**src/qapc_pkg.sv**
```systemverilog
`default_nettype none
package qapc_pkg;

    localparam int CFG_W   = 8;
    localparam int CMD_W   = 2;
    localparam int PHASE_W = 3;
    localparam int CNT_OUT_W = 7;
    localparam int CFG_IDX_W = 2;

    localparam logic [CFG_W-1:0] VSYNC_MS = 8'd17;
    localparam logic [CFG_W-1:0] RST_WAIT = 8'(2 * 17);
    localparam logic [CFG_W-1:0] RST_MAXP = VSYNC_MS;
    localparam logic [CFG_W-1:0] RST_STOP = VSYNC_MS;

    localparam logic [CFG_IDX_W-1:0] CFG_WAIT = 2'd0;
    localparam logic [CFG_IDX_W-1:0] CFG_MAXP = 2'd1;
    localparam logic [CFG_IDX_W-1:0] CFG_STOP = 2'd2;

    localparam logic [CMD_W-1:0] CMD_PUSH   = 2'd0;
    localparam logic [CMD_W-1:0] CMD_FINISH = 2'd1;
    localparam logic [CMD_W-1:0] CMD_SCHED  = 2'd2;
    localparam logic [CMD_W-1:0] CMD_TICK   = 2'd3;

    localparam logic [PHASE_W-1:0] PH_IDLE       = 3'd0;
    localparam logic [PHASE_W-1:0] PH_WAITING    = 3'd1;
    localparam logic [PHASE_W-1:0] PH_CHECKING   = 3'd2;
    localparam logic [PHASE_W-1:0] PH_PREEMPTING = 3'd3;
    localparam logic [PHASE_W-1:0] PH_WOULD      = 3'd4;

    typedef struct packed {
        logic [CMD_W-1:0] cmd;
        logic             sched_value;
    } t_in;

    typedef struct packed {
        logic                 preempt_active;
        logic [PHASE_W-1:0]   phase;
        logic [CNT_OUT_W-1:0] pending_count;
        logic                 rejected;
    } t_out;

    typedef struct packed {
        logic push;
        logic pop;
    } t_fifo_ctl;

    // One-shot timer load: a zero delay fires on the next tick.
    function automatic logic [CFG_W-1:0] f_timer_load(input logic [CFG_W-1:0] d);
        return (d == '0) ? CFG_W'(1) : d;
    endfunction

endpackage
`default_nettype wire

```
**src/qapc_fifo.sv**
```systemverilog
`default_nettype none
module qapc_fifo #(
    parameter int DEPTH = 64,
    parameter int TW    = 32,
    localparam int CW   = $clog2(DEPTH + 1)
) (
    input  wire logic                i_clk,
    input  wire logic                i_rst_n,
    input  wire qapc_pkg::t_fifo_ctl i_ctl,
    input  wire logic [TW-1:0]       i_wr_time,
    output logic [CW-1:0]            o_count,
    output logic [CW-1:0]            o_count_nxt,
    output logic [TW-1:0]            o_head_time_nxt
);
    import qapc_pkg::*;

    localparam int AW = $clog2(DEPTH);

    logic [TW-1:0] r_mem [DEPTH];
    logic [AW-1:0] r_head, n_head;
    logic [CW-1:0] r_count;
    logic [TW-1:0] r_head_time;
    logic [TW-1:0] r_rd_data;
    logic          r_byp;
    logic [TW-1:0] r_byp_data;

    logic [CW:0]   w_wsum;
    logic [AW-1:0] w_waddr;
    logic [AW-1:0] w_raddr;
    logic [TW-1:0] w_next_time;

    function automatic logic [AW-1:0] f_inc(input logic [AW-1:0] a);
        return (a == AW'(DEPTH - 1)) ? '0 : a + AW'(1);
    endfunction

    assign w_wsum  = {1'b0, CW'(r_head)} + {1'b0, r_count};
    assign w_waddr = (w_wsum >= (CW+1)'(DEPTH)) ? AW'(w_wsum - (CW+1)'(DEPTH)) : AW'(w_wsum);
    assign n_head  = i_ctl.pop ? f_inc(r_head) : r_head;
    // Prefetch the entry behind the head as it stands after this cycle.
    assign w_raddr = f_inc(n_head);

    // An entry written on the same edge it was read comes from the bypass register, not the stale memory read.
    assign w_next_time = r_byp ? r_byp_data : r_rd_data;

    always_comb begin
        o_count_nxt     = r_count;
        o_head_time_nxt = r_head_time;
        if (i_ctl.push) begin
            o_count_nxt = r_count + CW'(1);
            if (r_count == '0) begin
                o_head_time_nxt = i_wr_time;
            end
        end else if (i_ctl.pop) begin
            o_count_nxt     = r_count - CW'(1);
            o_head_time_nxt = w_next_time;
        end
    end

    assign o_count = r_count;

    always_ff @(posedge i_clk) begin
        if (i_ctl.push) begin
            r_mem[w_waddr] <= i_wr_time;
        end
        r_rd_data   <= r_mem[w_raddr];
        r_byp_data  <= i_wr_time;
        r_head_time <= o_head_time_nxt;
    end

    always_ff @(posedge i_clk) begin
        if (!i_rst_n) begin
            r_head  <= '0;
            r_count <= '0;
            r_byp   <= 1'b0;
        end else begin
            r_head  <= n_head;
            r_count <= o_count_nxt;
            r_byp   <= i_ctl.push && (w_waddr == w_raddr);
        end
    end

endmodule
`default_nettype wire

```
**src/queue_age_preemption_controller.sv**
```systemverilog
// A transaction in the input register goes through the phase update, a single pass of
// logic, and its result is captured in the result register.
// Throughput: one transaction per cycle unless the output stalls.
// Reset (synchronous, active low) restores config defaults, idle phase, empty queue,
// scheduled set; timestamp storage is not cleared.
`default_nettype none
module queue_age_preemption_controller #(
    parameter int QUEUE_DEPTH = 64,
    parameter int TIME_BITS   = 32
) (
    input  wire logic                               i_clk,
    input  wire logic                               i_rst_n,
    input  wire logic                               i_in_valid,
    input  wire qapc_pkg::t_in                      i_in,
    output logic                                    o_in_stall,
    output logic                                    o_out_valid,
    output qapc_pkg::t_out                          o_out,
    input  wire logic                               i_out_stall,
    input  wire logic                               i_cfg_we,
    input  wire logic [qapc_pkg::CFG_IDX_W-1:0]     i_cfg_idx,
    input  wire logic [qapc_pkg::CFG_W-1:0]         i_cfg_wdata
);
    import qapc_pkg::*;

    localparam int CW = $clog2(QUEUE_DEPTH + 1);
    localparam int TW = TIME_BITS;

    logic             r_in_valid;
    t_in              r_in;
    logic             r_out_valid;
    t_out             r_out;

    logic [CFG_W-1:0] r_wait, r_maxp, r_stop;

    logic [PHASE_W-1:0] r_phase, n_phase;
    logic [TW-1:0]      r_now;
    logic [CFG_W-1:0]   r_left, n_left;
    logic               r_running, n_running;
    logic [CFG_W-1:0]   r_saved, n_saved;
    logic               r_sched;
    logic               r_flag, n_flag;

    logic             w_fire;
    t_fifo_ctl        w_fctl;
    logic [CW-1:0]    w_count, w_count_nxt;
    logic [TW-1:0]    w_head_time;
    logic             w_full, w_empty_now, w_empty;

    logic [TW-1:0]    e_now;
    logic [CFG_W-1:0] e_left;
    logic             e_running, e_sched, e_upd, e_rej;

    logic [TW-1:0]    w_age;
    logic             w_lt_wait, w_lt_stop;
    logic [CFG_W-1:0] w_wait_rem;
    t_out             w_res;

    qapc_fifo #(
        .DEPTH (QUEUE_DEPTH),
        .TW    (TW)
    ) u_fifo (
        .i_clk           (i_clk),
        .i_rst_n         (i_rst_n),
        .i_ctl           (w_fctl),
        .i_wr_time       (r_now),
        .o_count         (w_count),
        .o_count_nxt     (w_count_nxt),
        .o_head_time_nxt (w_head_time)
    );

    assign w_fire     = r_in_valid && (!r_out_valid || !i_out_stall);
    assign o_in_stall = r_in_valid && !w_fire;

    assign w_full      = (w_count == CW'(QUEUE_DEPTH));
    assign w_empty_now = (w_count == '0);
    assign w_fctl.push = w_fire && (r_in.cmd == CMD_PUSH) && !w_full;
    assign w_fctl.pop  = w_fire && (r_in.cmd == CMD_FINISH) && !w_empty_now;
    assign w_empty     = (w_count_nxt == '0);

    // Event stage: time, timer countdown, scheduled flag, reject flag, update request.
    always_comb begin
        e_now     = r_now;
        e_left    = r_left;
        e_running = r_running;
        e_sched   = r_sched;
        e_upd     = 1'b0;
        e_rej     = 1'b0;
        case (r_in.cmd)
            CMD_PUSH: begin
                e_rej = w_full;
                e_upd = !w_full;
            end
            CMD_FINISH: begin
                e_rej = w_empty_now;
                e_upd = !w_empty_now;
            end
            CMD_SCHED: begin
                e_sched = r_in.sched_value;
                e_upd   = (r_in.sched_value != r_sched);
            end
            default: begin
                e_now = r_now + TW'(1);
                if (r_running) begin
                    if (r_left != '0) begin
                        e_left = r_left - CFG_W'(1);
                    end
                    if (e_left == '0) begin
                        e_running = 1'b0;
                        e_upd     = 1'b1;
                    end
                end
            end
        endcase
    end

    assign w_age      = e_now - w_head_time;
    assign w_lt_wait  = (w_age < TW'(r_wait));
    assign w_lt_stop  = (w_age < TW'(r_stop));
    assign w_wait_rem = r_wait - w_age[CFG_W-1:0];

    // Phase machine, applied after the event.
    always_comb begin
        n_phase   = r_phase;
        n_flag    = r_flag;
        n_saved   = r_saved;
        n_left    = e_left;
        n_running = e_running;
        if (e_upd) begin
            unique case (r_phase) inside
                PH_IDLE: begin
                    if (!w_empty) begin
                        n_phase   = PH_WAITING;
                        n_left    = f_timer_load(r_wait);
                        n_running = 1'b1;
                    end
                end
                PH_WAITING, PH_CHECKING: begin
                    if (r_phase == PH_CHECKING || !e_running) begin
                        n_phase = PH_CHECKING;
                        if (!w_empty) begin
                            if (w_lt_wait) begin
                                n_left    = f_timer_load(w_wait_rem);
                                n_running = 1'b1;
                            end else if (!e_sched) begin
                                n_phase   = PH_WOULD;
                                n_flag    = 1'b0;
                                n_left    = '0;
                                n_running = 1'b0;
                            end else begin
                                n_phase   = PH_PREEMPTING;
                                n_flag    = 1'b1;
                                n_left    = f_timer_load(r_saved);
                                n_running = 1'b1;
                            end
                        end
                    end
                end
                PH_PREEMPTING: begin
                    if (!e_running || w_empty || w_lt_stop) begin
                        n_phase   = w_empty ? PH_IDLE : PH_WAITING;
                        n_flag    = 1'b0;
                        n_saved   = r_maxp;
                        n_left    = w_empty ? '0 : f_timer_load(r_wait);
                        n_running = !w_empty;
                    end else if (!e_sched) begin
                        // Descheduled mid-episode: keep what is left for later.
                        n_saved   = e_left;
                        n_left    = '0;
                        n_running = 1'b0;
                        n_phase   = PH_WOULD;
                        n_flag    = 1'b0;
                    end
                end
                PH_WOULD: begin
                    if (w_empty || w_lt_stop) begin
                        n_phase   = w_empty ? PH_IDLE : PH_WAITING;
                        n_flag    = 1'b0;
                        n_saved   = r_maxp;
                        n_left    = w_empty ? '0 : f_timer_load(r_wait);
                        n_running = !w_empty;
                    end else if (e_sched) begin
                        n_phase   = PH_PREEMPTING;
                        n_flag    = 1'b1;
                        n_left    = f_timer_load(r_saved);
                        n_running = 1'b1;
                    end
                end
                default: begin
                    n_phase = PH_IDLE;
                end
            endcase
        end
    end

    assign w_res.preempt_active = n_flag;
    assign w_res.phase          = n_phase;
    assign w_res.pending_count  = CNT_OUT_W'(w_count_nxt);
    assign w_res.rejected       = e_rej;

    always_ff @(posedge i_clk) begin
        if (!o_in_stall) begin
            r_in <= i_in;
        end
        if (w_fire) begin
            r_out <= w_res;
        end
    end

    always_ff @(posedge i_clk) begin
        if (!i_rst_n) begin
            r_in_valid  <= 1'b0;
            r_out_valid <= 1'b0;
            r_wait      <= RST_WAIT;
            r_maxp      <= RST_MAXP;
            r_stop      <= RST_STOP;
            r_phase     <= PH_IDLE;
            r_now       <= '0;
            r_left      <= '0;
            r_running   <= 1'b0;
            r_saved     <= RST_MAXP;
            r_sched     <= 1'b1;
            r_flag      <= 1'b0;
        end else begin
            if (!o_in_stall) begin
                r_in_valid <= i_in_valid;
            end
            if (w_fire) begin
                r_out_valid <= 1'b1;
            end else if (!i_out_stall) begin
                r_out_valid <= 1'b0;
            end
            if (i_cfg_we) begin
                unique case (i_cfg_idx)
                    CFG_WAIT: r_wait <= i_cfg_wdata;
                    CFG_MAXP: r_maxp <= i_cfg_wdata;
                    CFG_STOP: r_stop <= i_cfg_wdata;
                    default: begin
                    end
                endcase
            end
            if (w_fire) begin
                r_phase   <= n_phase;
                r_now     <= e_now;
                r_left    <= n_left;
                r_running <= n_running;
                r_saved   <= n_saved;
                r_sched   <= e_sched;
                r_flag    <= n_flag;
            end
        end
    end

    assign o_out_valid = r_out_valid;
    assign o_out       = r_out;

endmodule
`default_nettype wire

```
**config.mk**
```make
export PLATFORM = sky130hd
export DESIGN_NAME = queue_age_preemption_controller
export DESIGN_NICKNAME = d
export VERILOG_FILES = /design/src/qapc_pkg.sv /design/src/qapc_fifo.sv /design/src/queue_age_preemption_controller.sv
export SDC_FILE = /design/constraint.sdc
export NUM_CORES = 2
export LEC_CHECK = 0
export ABC_CLOCK_PERIOD_IN_PS = 18000
export BUFFER_PORTS_ARGS = -buffer_cell sky130_fd_sc_hd__buf_2
export CAP_MARGIN = 20
export CORE_MARGIN = 5
export CORE_UTILIZATION = 35
export CTS_BUF_LIST = sky130_fd_sc_hd__clkbuf_16
export CTS_CLUSTER_DIAMETER = 150
export DETAILED_ROUTE_END_ITERATION = 7
export GPL_TIMING_DRIVEN = 1
export PLACE_DENSITY = 0.58
export SLEW_MARGIN = 30
export SYNTH_ARGS = -nofsm -noshare
export SYNTH_HDL_FRONTEND = slang
export SYNTH_SLANG_ARGS = --single-unit
```
**constraint.sdc**
```tcl
create_clock -name i_clk -period 18 [get_ports i_clk]
set_input_delay 0 -clock i_clk [delete_from_list [all_inputs] [get_ports i_clk]]
set_output_delay 0 -clock i_clk [all_outputs]
set_load 0.02 [all_outputs]
```
==> impl_metrics.toml <==
[floorplanning]
dieArea_um2 = 270000
die_w_um = 519
core-area_um2 = 259000
start_util_pct = 35.1
die_y_um = 519
ioPinCount = 32
rows = 187

[critical_path]
crit_arrival_ns = 8.90
worstPathRequired_ns = 18.73
critPathLaunchType = "register"
crit_fanout = 71
r2r_setup_slack_ns = 9.83
worstSetupPathType = "register to register"
end_kind = "register"

[pwr]
p_int_mw = 8.66
p_sw_mw = 2.62
vdd_ir_drop_max_mv = 0.0924
p_comb_share_pct = 9.5
power_frac_seq_pct = 50.6
powerDensity_nw_per_um2 = 109
clkPwrFrac_pct = 39.9
p_sw_share_pct = 23.2
power.leakage_nw = 35.7

[logic_synthesis]
synth.top_cells.by_area = "edfxtp_1 (68%), mux4_2 (15%), dfxtp_1 (4.2%), nand2_1 (1.5%), ha_1 (0.85%)"
yosys_warnings = 0
synth_commonest_cells = "edfxtp_1 (2063), mux4_2 (603), nand2_1 (368)"
synth_edf_count = 2063
syn_avg_cell_area_um2 = 18.9
synthFlopType = "edfxtp_1"
syn-instance-count = 4813
synthArstFlopShare_pct = 0
synth_cell_type_count = 100
yosysMostFrequentCell = "edfxtp_1"
ys_seq_elements = 2253
ys_seq_area_share_pct = 72.4
synth_top_area_share_pct = 68.2
synth_area_um2 = 90900
yosys.area.top_type = "edfxtp_1"
synth_nets = 4896

[clocking]
cts_buffer_depth = 3
clk_latency_ns = 0.86
htree_levels = 4
cts-root-buf = "clkbuf_16"
cts_num_sinks = 2253
cts_tree = "built"
cts-resized-gates = 0
numCtsBuffers = 212
clk_pin_slew_ns = 0.07

[sta]
period_needed_ns = 8.17
rsz0062_at_grt = "no"
worst_pin_slew_ns = 1.10
slew_headroom_pct = 26.4
finalSetupViolations = 0
fmax_mhz = 122
fin_skew_ns = 0.0428
slew_violations = 0
hold_viol_final = 0
fin_setup_tns_ns = 0
post-route-period-util_pct = 45.4

[finish]
area_delta_synth_final_pct = 14.2
nets = 5089
utilization_pct = 40.1
drive_gt1_share_pct = 24.7

[detailed_routing]
viasPerCell = 5.57
vias = 47846
drt_first_pass_iters = 6
drc = 0
ant_nets = 0
wire_per_inst_um = 28.6
wirelength_um = 246000
drtIter0Drc = 5606

[global_routing]
grt_pass1_wl_um = 354000
grt_antenna_before_repair = 10
grt_start_max_net_pins = 118
grt_use_total_pct = 17.9
overflow = 0
grt_pass1_vias = 48116

[outcome]
status = "finished clean"

[place]
dp_hpwl_um = 134000
io_buffers = 31
gp_congestion = 0.872

[job]
drv_cap = 0

[hold_path]
hold_path.class = "primary input to register"
-- metal layers --
metal	global-route usage (%)	share of wire, %
met4	5.97	3.4
met3	2.64	6.6
met5	0	0
met1	25.3	42
met2	28.7	48
-- kinds of logic (layout without fill, tap and decap cells) --
family / count (synthesis) / count (layout) / share of synthesized area (%)
other cells: 0 / 3 / 0
fa+ha+maj: 69 / 69 / 0.965
xor+xnor: 108 / 108 / 1.05
flops: 2253 / 2253 / 72.4
compound gates: 453 / 453 / 3.50
simple gates: 908 / 908 / 4.84
buf+inv: 346 / 725 / 1.50
mux: 676 / 676 / 15.8
-- stage by stage --
stage          setup slack, ns  hold WS, ns  area, um^2  cells  power [mW]
2_1_floorplan            10.90       0.0989       90900   4813        6.57
3_3_place_gp             10.16        0.181       96200   8152        6.88
3_5_place_dp              9.92        0.184       96300   8155        6.88
4_1_cts                   9.89      0.00517      104000   8593        11.4
5_1_grt                   9.36       0.0528      104000   8595        11.7
6_report                  9.83       0.0790      104000   8597        11.3
-- critical path, cell delays in order, from the launching register on --
cell and delay, ns:
dfxtp_2 0.31, buf_4 0.67, ha_1 0.26, and3_1 0.24, and3_1 0.24, nand3_1 0.23, nor4_1 0.51, nor2b_1 0.26
and3_1 0.31, nor2b_1 0.45, xor2_1 0.23, ha_1 0.33, a311oi_1 0.40, o21ai_0 0.25, xor2_1 0.21, or4_1 0.54
a2111oi_0 0.46, nand3b_1 0.14, nor4_1 0.29, nand3b_1 0.14, nor4b_1 0.49, nand4_1 0.33, a311o_1 0.40, o211a_1 0.13
o31ai_1 0.21
-- what timing repair did --
| item | 4_1_cts | 5_1_grt |
|---|---|---|
| endpoints found under the hold margin | 59 | 0 |
| buffers inserted | 0 | 0 |
| hold buffers | 38 | 0 |
-- worst paths after layout --
check                 start    endpoint  cells past startpoint
min          i_cfg_wdata[5]   r_wait[5]                      4
max                r_now[0]  r_phase[0]                     24
min reg2reg      r_saved[5]  r_saved[5]                      2
max reg2reg        r_now[0]  r_phase[0]                     24
-- cell usage in the layout, fill, tap and decap left out, types with 73 or more instances in the layout --
cell type and n:
buf_4 153, nand3_1 96, xnor2_1 73, mux4_2 603
clkbuf_16 215, a21oi_1 84, nand2_1 368, nor2_1 84
inv_1 138, edfxtp_1 2063, dfxtp_1 157
-- power by group through the flow --
stage,Combinational (mW),Sequential [mW],Clock (mW)
after floorplan,0.757,5.81,0
after global placement,1.06,5.82,0
after detailed placement,1.06,5.82,0
after CTS,1.07,5.71,4.60
after global routing,1.17,5.71,4.82
final,1.07,5.71,4.51
-- cell type report --
type | count | area, um^2
diodes | 3 | 7.51
clock buffers | 215 | 5380
clock inverters | 185 | 1650
fillers | 22880 | 155000
inverters | 92 | 348
multi-input cells | 2214 | 24400
flip-flops and latches | 2253 | 65800
well taps | 3402 | 4260
repair buffers | 233 | 1900
-- registers in the layout, indices dropped and copies added (netlist names), 3 cells and up --
signal / count
u_fifo.r_head_time: 32
r_wait: 8
r_stop: 8
u_fifo.r_rd_data: 32
u_fifo.r_head: 6
r_phase: 3
u_fifo.r_byp_data: 32
u_fifo.o_count: 7
r_saved: 8
u_fifo.r_mem: 2048
r_in: 3
r_now: 32
r_maxp: 8
o_out: 12
r_left: 8
Power figures use the tool's default switching activity.
